==> config.mk <==
export PLATFORM = sky130hd
export DESIGN_NAME = xoshiro256ss_random_generator_unit
export DESIGN_NICKNAME = d
export VERILOG_FILES = /design/src/hw/rtl/xrg_pkg.sv /design/src/hw/rtl/xoshiro256ss_random_generator_unit.sv /design/src/hw/rtl/xrg_ctrl.sv /design/src/hw/rtl/xrg_datapath.sv
export SDC_FILE = /design/constraint.sdc
export NUM_CORES = 2
export LEC_CHECK = 0
export BUFFER_PORTS_ARGS = -buffer_cell sky130_fd_sc_hd__buf_2
export CAP_MARGIN = 25
export CORE_MARGIN = 2
export CORE_UTILIZATION = 59
export DETAILED_ROUTE_END_ITERATION = 8
export PLACE_DENSITY = 0.79
export SETUP_SLACK_MARGIN = 0.4
export SYNTH_ARGS = -nofsm -noshare
export SYNTH_HDL_FRONTEND = slang
export SYNTH_SLANG_ARGS = --single-unit
==> constraint.sdc <==
create_clock -name clk -period 13.07 [get_ports clk]
set_clock_uncertainty 0.15 [all_clocks]
set_input_delay 2.614 -clock clk [delete_from_list [all_inputs] [get_ports clk]]
set_output_delay 2.614 -clock clk [all_outputs]
set_load 0.01 [all_outputs]
==> src/hw/rtl/xrg_pkg.sv <==
// Shared types and constants for the xoshiro256** random generator.
// No dependencies; used by xrg_ctrl, xrg_datapath and the top level.
package xrg_pkg;

	localparam logic [63:0] MIX_MUL_A = 64'hBF58_476D_1CE4_E5B9;
	localparam logic [63:0] MIX_MUL_B = 64'h94D0_49BB_1331_11EB;
	localparam logic [63:0] RESET_SEED = 64'd1;

	localparam int unsigned MIX_SHIFT_1 = 30;
	localparam int unsigned MIX_SHIFT_2 = 27;
	localparam int unsigned MIX_SHIFT_3 = 31;
	localparam int unsigned UPD_SHIFT = 17;
	localparam int unsigned UPD_ROT = 45;
	localparam int unsigned SCR_ROT = 7;
	localparam int unsigned FRAC_SHIFT = 11;
	localparam int unsigned FRAC_W = 53;

	localparam logic K_SEL_A = 1'b0;
	localparam logic K_SEL_B = 1'b1;

	typedef enum logic [3:0] {
		OP_NONE,
		OP_LOAD_RESET,
		OP_LOAD_CFG,
		OP_XS30,
		OP_MUL_LL,
		OP_MUL_LH,
		OP_MUL_HL,
		OP_XS27,
		OP_XS31_STORE,
		OP_DRAW,
		OP_FINISH
	} op_t;

	typedef struct packed {
		op_t        op;
		logic       k_sel;
		logic [1:0] word_idx;
	} cmd_t;

endpackage

==> src/hw/rtl/xoshiro256ss_random_generator_unit.sv <==
// Top level of the xoshiro256** random generator.
// Joins xrg_ctrl and xrg_datapath; uses xrg_pkg.
//
//  channel | direction | handshake            | payload
//  --------+-----------+----------------------+------------------------------
//  cfg     | in        | cfg_wr_en            | cfg_wr_data (seed, 64 b)
//  in      | in        | in_valid / in_stall  | draw (1 b)
//  out     | out       | out_valid / out_stall| random_value (64 b), unit_fraction (53 b)
//
// A draw does the state update with s1*5, then rotate and *9 into the output
// register once it is free. A transaction with draw low is taken, no result.
// Seeding runs four mixer rounds; each 64-bit multiply is built from the LL,
// LH and HL partial products on the one shared 32x32 multiplier. After reset
// the block loads seed 1 and mixes before it accepts its first transaction.
// The output register holds while out_stall is high; the finished word waits.
module xoshiro256ss_random_generator_unit (
	input  logic                       clk,
	input  logic                       arst_n,
	input  logic                       cfg_wr_en,
	input  logic [63:0]                cfg_wr_data,
	input  logic                       in_valid,
	output logic                       in_stall,
	input  logic                       draw,
	output logic                       out_valid,
	input  logic                       out_stall,
	output logic [63:0]                random_value,
	output logic [xrg_pkg::FRAC_W-1:0] unit_fraction
);

	xrg_pkg::cmd_t cmd;

	xrg_ctrl u_ctrl (
		.clk       (clk),
		.arst_n    (arst_n),
		.cfg_wr_en (cfg_wr_en),
		.in_valid  (in_valid),
		.draw      (draw),
		.in_stall  (in_stall),
		.out_stall (out_stall),
		.out_valid (out_valid),
		.cmd       (cmd)
	);

	xrg_datapath u_datapath (
		.clk           (clk),
		.cmd           (cmd),
		.cfg_wr_data   (cfg_wr_data),
		.random_value  (random_value),
		.unit_fraction (unit_fraction)
	);

endmodule

==> src/hw/rtl/xrg_ctrl.sv <==
// Controller for the xoshiro256** generator: sequences the seed mixer,
// the draw update and the output register handshake. Uses xrg_pkg.
module xrg_ctrl (
	input  logic          clk,
	input  logic          arst_n,
	input  logic          cfg_wr_en,
	input  logic          in_valid,
	input  logic          draw,
	output logic          in_stall,
	input  logic          out_stall,
	output logic          out_valid,
	output xrg_pkg::cmd_t cmd
);

	typedef enum logic [3:0] {
		ST_LOAD,
		ST_XS30,
		ST_MUL_LL,
		ST_MUL_LH,
		ST_MUL_HL,
		ST_XS27,
		ST_XS31,
		ST_IDLE,
		ST_FINISH
	} state_t;

	state_t     state_q;
	state_t     state_nxt;
	logic       k_sel_q;
	logic [1:0] round_q;
	logic       out_valid_q;
	logic       in_accept;
	logic       out_free;

	assign in_stall  = (state_q != ST_IDLE);
	assign in_accept = in_valid && !in_stall;
	assign out_free  = !out_valid_q || !out_stall;
	assign out_valid = out_valid_q;

	always_comb begin
		cmd.op       = xrg_pkg::OP_NONE;
		cmd.k_sel    = k_sel_q;
		cmd.word_idx = round_q;
		state_nxt    = state_q;
		case (state_q)
			ST_LOAD: begin
				cmd.op    = xrg_pkg::OP_LOAD_RESET;
				state_nxt = ST_XS30;
			end
			ST_XS30: begin
				cmd.op    = xrg_pkg::OP_XS30;
				state_nxt = ST_MUL_LL;
			end
			ST_MUL_LL: begin
				cmd.op    = xrg_pkg::OP_MUL_LL;
				state_nxt = ST_MUL_LH;
			end
			ST_MUL_LH: begin
				cmd.op    = xrg_pkg::OP_MUL_LH;
				state_nxt = ST_MUL_HL;
			end
			ST_MUL_HL: begin
				cmd.op    = xrg_pkg::OP_MUL_HL;
				state_nxt = (k_sel_q == xrg_pkg::K_SEL_A) ? ST_XS27 : ST_XS31;
			end
			ST_XS27: begin
				cmd.op    = xrg_pkg::OP_XS27;
				state_nxt = ST_MUL_LL;
			end
			ST_XS31: begin
				cmd.op    = xrg_pkg::OP_XS31_STORE;
				state_nxt = (round_q == 2'd3) ? ST_IDLE : ST_XS30;
			end
			ST_IDLE: begin
				if (in_accept && draw) begin
					cmd.op    = xrg_pkg::OP_DRAW;
					state_nxt = ST_FINISH;
				end
			end
			ST_FINISH: begin
				// hold s1*5 until the output register frees up, then scramble it
				if (out_free) begin
					cmd.op    = xrg_pkg::OP_FINISH;
					state_nxt = ST_IDLE;
				end
			end
			default: state_nxt = ST_IDLE;
		endcase
		// a seed write restarts the mixer from its first round
		if (cfg_wr_en) begin
			cmd.op    = xrg_pkg::OP_LOAD_CFG;
			state_nxt = ST_XS30;
		end
	end

	always_ff @(posedge clk or negedge arst_n) begin
		if (!arst_n) begin
			state_q     <= ST_LOAD;
			k_sel_q     <= xrg_pkg::K_SEL_A;
			round_q     <= 2'd0;
			out_valid_q <= 1'b0;
		end else begin
			state_q <= state_nxt;
			if (cfg_wr_en) begin
				k_sel_q <= xrg_pkg::K_SEL_A;
				round_q <= 2'd0;
			end else begin
				if (state_q == ST_XS30) begin
					k_sel_q <= xrg_pkg::K_SEL_A;
				end
				if (state_q == ST_XS27) begin
					k_sel_q <= xrg_pkg::K_SEL_B;
				end
				if (state_q == ST_XS31) begin
					round_q <= round_q + 2'd1;
				end
			end
			if (cmd.op == xrg_pkg::OP_FINISH) begin
				out_valid_q <= 1'b1;
			end else if (!out_stall) begin
				out_valid_q <= 1'b0;
			end
		end
	end

	a_draw_to_finish: assert property (@(posedge clk) disable iff (!arst_n)
		(in_accept && draw && !cfg_wr_en) |=> (state_q == ST_FINISH))
		else $error("accepted draw did not move to finish");

	a_cfg_restarts_mix: assert property (@(posedge clk) disable iff (!arst_n)
		cfg_wr_en |=> (state_q == ST_XS30 && round_q == 2'd0))
		else $error("seed write did not restart the mixer");

	a_valid_from_finish: assert property (@(posedge clk) disable iff (!arst_n)
		$rose(out_valid_q) |-> $past(state_q == ST_FINISH))
		else $error("result raised outside finish");

	a_xs27_uses_a: assert property (@(posedge clk) disable iff (!arst_n)
		(state_q == ST_XS27) |-> (k_sel_q == xrg_pkg::K_SEL_A))
		else $error("second multiply selected before first finished");

endmodule

==> src/hw/rtl/xrg_datapath.sv <==
// Datapath for the xoshiro256** generator: state words, mixer register,
// shared 32x32 multiplier, scrambler and output register. Uses xrg_pkg.
module xrg_datapath (
	input  logic                        clk,
	input  xrg_pkg::cmd_t               cmd,
	input  logic [63:0]                 cfg_wr_data,
	output logic [63:0]                 random_value,
	output logic [xrg_pkg::FRAC_W-1:0]  unit_fraction
);

	logic [63:0] s_q [4];
	logic [63:0] m_q;
	logic [63:0] prod_q;
	logic [63:0] t_q;
	logic [63:0] rand_q;

	logic [63:0] k;
	logic [31:0] mul_a;
	logic [31:0] mul_b;
	logic [63:0] pp;
	logic [31:0] hi_sum;
	logic [63:0] rot_t;
	logic [63:0] xs31;

	assign k     = (cmd.k_sel == xrg_pkg::K_SEL_A) ? xrg_pkg::MIX_MUL_A : xrg_pkg::MIX_MUL_B;
	assign mul_a = (cmd.op == xrg_pkg::OP_MUL_HL) ? m_q[63:32] : m_q[31:0];
	assign mul_b = (cmd.op == xrg_pkg::OP_MUL_LH) ? k[63:32] : k[31:0];
	assign pp    = 64'(mul_a) * 64'(mul_b);
	// cross terms only reach the upper half of the low 64 product bits
	assign hi_sum = prod_q[63:32] + pp[31:0];
	assign rot_t  = (t_q << xrg_pkg::SCR_ROT) | (t_q >> (64 - xrg_pkg::SCR_ROT));
	assign xs31   = m_q ^ (m_q >> xrg_pkg::MIX_SHIFT_3);

	always_ff @(posedge clk) begin
		case (cmd.op)
			xrg_pkg::OP_LOAD_RESET: m_q <= xrg_pkg::RESET_SEED;
			xrg_pkg::OP_LOAD_CFG:   m_q <= cfg_wr_data;
			xrg_pkg::OP_XS30:       m_q <= m_q ^ (m_q >> xrg_pkg::MIX_SHIFT_1);
			xrg_pkg::OP_MUL_LL:     prod_q <= pp;
			xrg_pkg::OP_MUL_LH:     prod_q[63:32] <= hi_sum;
			xrg_pkg::OP_MUL_HL:     m_q <= {hi_sum, prod_q[31:0]};
			xrg_pkg::OP_XS27:       m_q <= m_q ^ (m_q >> xrg_pkg::MIX_SHIFT_2);
			xrg_pkg::OP_XS31_STORE: begin
				m_q <= xs31;
				s_q[cmd.word_idx] <= xs31;
			end
			xrg_pkg::OP_DRAW: begin
				// take s1*5 before the update, then advance all four words
				t_q    <= (s_q[1] << 2) + s_q[1];
				s_q[0] <= s_q[0] ^ s_q[3] ^ s_q[1];
				s_q[1] <= s_q[1] ^ s_q[2] ^ s_q[0];
				s_q[2] <= s_q[2] ^ s_q[0] ^ (s_q[1] << xrg_pkg::UPD_SHIFT);
				s_q[3] <= ((s_q[3] ^ s_q[1]) << xrg_pkg::UPD_ROT)
				        | ((s_q[3] ^ s_q[1]) >> (64 - xrg_pkg::UPD_ROT));
			end
			xrg_pkg::OP_FINISH:     rand_q <= (rot_t << 3) + rot_t;
			default: ;
		endcase
	end

	assign random_value  = rand_q;
	assign unit_fraction = rand_q[63:xrg_pkg::FRAC_SHIFT];

endmodule

==> impl.org <==
** CTS
- Clock buffer depth :: 3
- For this design, the CTS-stage hold fixing added 0 buffers.
- TritonCTS built the clock tree.
- Post-CTS clock slew at the launch and capture registers of the worst setup and hold paths :: 0.06 ns
- Worst-skew pair later-pin latency :: 0.64 ns
- CTS saw 520 sinks.
- Clock tree synthesis selected as its root buffer the cell clkbuf_16.
- Inserted Clock Buffers :: 55
- CTS built an H-tree with a depth of 2.

** Synth
- Post-synthesis sequential area ratio :: 25.2%
- Warnings, synthesis :: 0
- Ys async rst share :: 1.54%
- Share of cell area taken by muxes after synthesis :: 0.683%
- Dominant combinational cell family by area after synthesis :: adder cells
- Cell types with the largest area share after synthesis :: fa_1, edfxtp_1, ha_1
- Yosys mapped a number of flops with a built-in enable equal to 512.
- Xor/xnor share of the synthesized area :: 8.50%
- Among all flip-flop cells after synthesis, the most frequent one is edfxtp_1.
- Synthesized netlist net count :: 7,436
- The synthesized design contains 520 register bits.
- Synthesized area divided by synthesized cell count :: 10.2 µm²
- Synth unique cells :: 87
- Adder and majority cell fraction of the synthesized area :: 36.7%
- Synth area leader :: fa_1
- Of the total synthesized cell area, the portion taken by AND, OR, NAND and NOR gates is 8.71%.
- Summing every instance area after synthesis gives 0.0617 mm².
- Compound-cell area share of the yosys netlist :: 11.8%
- Cell count after synthesis :: 6,051
- Fraction of synthesized cell area taken by the top area cell type :: 26.7%

** Worst setup path
- Worst r2r dst :: u_datapath.prod_q[63]$_DFFE_PP_
- The setup check on the worst reg-to-reg path leaves a slack of 2.12 ns.
- STA puts the critical path data arrival time at 12.62 ns.
- Reg-to-reg startpoint :: u_ctrl.state_q[0]$_DFFE_PN0P_
- STA classifies the critical path startpoint as an input port.
- The slowest stage of the critical path is the fa_1 cell.
- The largest single stage delay on the critical path is 0.54 ns.
- Dominant cell type by count on the critical path :: nand2_1
- The worst setup path is captured at a flip-flop.
- Kind of critical path :: in -> reg
- In this run the worst path has a maximum fanout of 10.
- Worst Reg-to-Reg Cells :: 49
- Critical path data required time :: 13.31 ns

** Hold path
- Worst Hold Endpoint :: u_datapath.random_value[2]$_DFFE_PP_
- Hold Path Stages :: 0
- Hold Crit Start :: u_datapath.t_q[59]$_DFFE_PP_
- Worst hold-check path type :: reg -> reg

** Placed design
- The congestion estimate from routability-driven global placement came to 1.02.
- PortBufs :: 188
- Instance area at placement :: 0.0654 mm²
- The HPWL after detailed placement is 163,000 µm.
- Cell total after placement :: 7,582

** STA
- The number of hold-slack violations in the final timing report was 0.
- Max-slew violation count :: 0
- Of the available clock period, the critical path in the final layout requires 94.8%.
- Setup repair after global routing could not meet its margin everywhere.
- Hold is met by 0.337 ns.
- Timing would allow up to 80.7 MHz.
- Tightest slew margin relative to the limit :: 23.0%
- Counting I/O delays and the setup requirement, the final critical path takes 12.39 ns.
- Final count of negative-setup-slack endpoints :: 0
- For the pin with the worst max-slew slack, the measured transition is 1.15 ns.
- Final TNS setup :: 0 ns

** Route
- Highest metal layer used by the detailed router :: met5
- After detailed routing, the total wire length is 198,000 µm.
- The routed design uses 20,900 µm of met3 wire.
- Once detail routing completed, the nets flagged for antenna violations numbered 0.
- After detailed routing, the wire length on met1 is 73,000 µm.
- In this run, the number of DRC markers left after iteration 0 of detailed routing was 5,055.
- Detailed-route via count :: 46,800
- Detail-routed via count per cell :: 6.08
- DR WL met2 :: 89,000 µm
- Detailed-router iteration count before antenna repair :: 8
- Avg WL per Cell :: 25.7 µm
- After detailed routing, the number of remaining DRC violations is 0.

** Global route
- In the global route stage, overall resource usage came out at 37.1%.
- The number of global-route vias before repair came to 47,700.
- The number of antenna violations at the first check in global routing was 6.
- Maximum number of pins on one net before global-route repair :: 115
- The first global-routing pass estimated 296,000 µm of wire.
- Global routing finished with a remaining overflow of 0.

** Final layout
- After routing the design area is 0.0676 mm².
- In the final layout, the multi-input gates occupy 0.0414 mm².
- Counting the fill cells in the layout gives 8,283.
- P&R area growth vs syn :: 9.42%
- Post-Layout Cell Count :: 7,697
- Leading cell types in the layout, fill and taps excluded :: inv_1, fa_1, edfxtp_1, ha_1, xnor2_1
- The final layout contains 7,654 nets.
- Register Area :: 0.0156 mm²
- The post-route netlist has 11.7% of its cells at a drive strength greater than 1.
- Most common library cell in the layout ignoring fill and taps :: inv_1

** Floorplan
- DIE WIDTH :: 328 µm
- The floorplan has 118 rows.
- Chip height :: 328 µm
- Starting density of the core :: 59.6%
- Io pins :: 189
- Total die area :: 0.107 mm²
- Placeable core area :: 0.104 mm²

** Run
- Max-Cap Viols :: 0

** Run status
- The run finished with clean final reports.
==> cell usage after synthesis, types with 28 or more instances <==
master and instances:
a31oi_1 28, o221a_2 33, o21ai_1 222, a21oi_1 289, nor3_1 35, nor2_1 331, a222oi_1 32, ha_1 492
edfxtp_1 512, nand4_1 50, mux2i_1 41, inv_2 54, fa_1 823, a21o_1 123, o21bai_1 31, and2_1 73
o21ai_0 160, inv_1 959, and3_1 29, nand3_1 46, buf_4 54, nand2b_1 68, nor2b_1 83, clkbuf_1 206
a221oi_1 38, or2_1 77, xnor2_1 330, xor2_1 269, nand2_1 295
==> cell families after synthesis <==
| logic type | Yosys count |
|---|---|
| adders and majority gates | 1316 |
| DFF | 520 |
| and+or+nand+nor | 1122 |
| buffers and inverters | 1315 |
| xor gates and xnor gates | 599 |
| AOI/OAI and AO/OA | 1137 |
| muxes | 42 |
==> layout make-up <==
| cell class | instances | share of cell area (%) |
|---|---|---|
| antenna | 6 | 0.0222 |
| tap | 1380 | 2.56 |
| clock buffer | 61 | 2.07 |
| sequential | 520 | 23.1 |
| timing repair buffer | 461 | 4.84 |
| clock inverter | 38 | 0.546 |
| inverter | 1014 | 5.64 |
| multi-input combinational | 4217 | 61.3 |
==> critical path, delay by kind of cell <==
kind	cells	cell delay, ns
buffers and inverters	12	1.39
muxes	2	0.56
AOI/OAI and AO/OA	10	1.88
adders and majority gates	10	3.85
xor gates and xnor gates	3	0.48
and+or+nand+nor	13	1.85
==> state kept, by name, summed over array words and instances, names as in the netlist <==
name                     count
u_ctrl.out_valid             1
u_ctrl.state_q               4
u_ctrl.k_sel_q               1
u_datapath.t_q              64
u_datapath.m_q              64
u_datapath.prod_q           64
u_datapath.random_value     64
u_ctrl.round_q               2
u_datapath.s_q             256
==> layer usage <==
metal / global-route usage [%] / up-vias
li1: - / 20400
met1: 48.1 / 23000
met2: 57.6 / 2721
met3: 7.60 / 649
met4: 22.5 / 2
met5: 0 / -
==> per-stage QoR <==
step | util (%) | setup slack [ns]
final | 65.2 | 0.684
after floorplan | - | 0.410
after detailed placement | 63.1 | -0.0313
after CTS | 64.9 | 0.586
after global placement | 63.1 | 0.104
after global routing | 65.2 | 0.338
==> worst max-delay path by stage <==
stage	from	endpoint	slack (ns)	depth (start not counted)
6_report	in_valid	u_datapath.prod_q[63]$_DFFE_PP_	0.68	50
5_1_grt	in_valid	u_datapath.prod_q[63]$_DFFE_PP_	0.34	50
4_1_cts	out_stall	u_datapath.prod_q[63]$_DFFE_PP_	0.59	45
3_5_place_dp	out_stall	u_datapath.prod_q[63]$_DFFE_PP_	-0.03	45
3_3_place_gp	out_stall	u_datapath.prod_q[63]$_DFFE_PP_	0.10	45
2_1_floorplan	cfg_wr_en	u_datapath.prod_q[63]$_DFFE_PP_	0.41	48
==> what timing repair did <==
item | CTS | global route
resized for setup | 0 | 47
buffers inserted | 0 | 5
endpoints found under the setup margin | 0 | 13
Power is left out: the tool's default activity adds up to more than one toggle a clock period on the data nets, which glitch-free logic cannot reach.
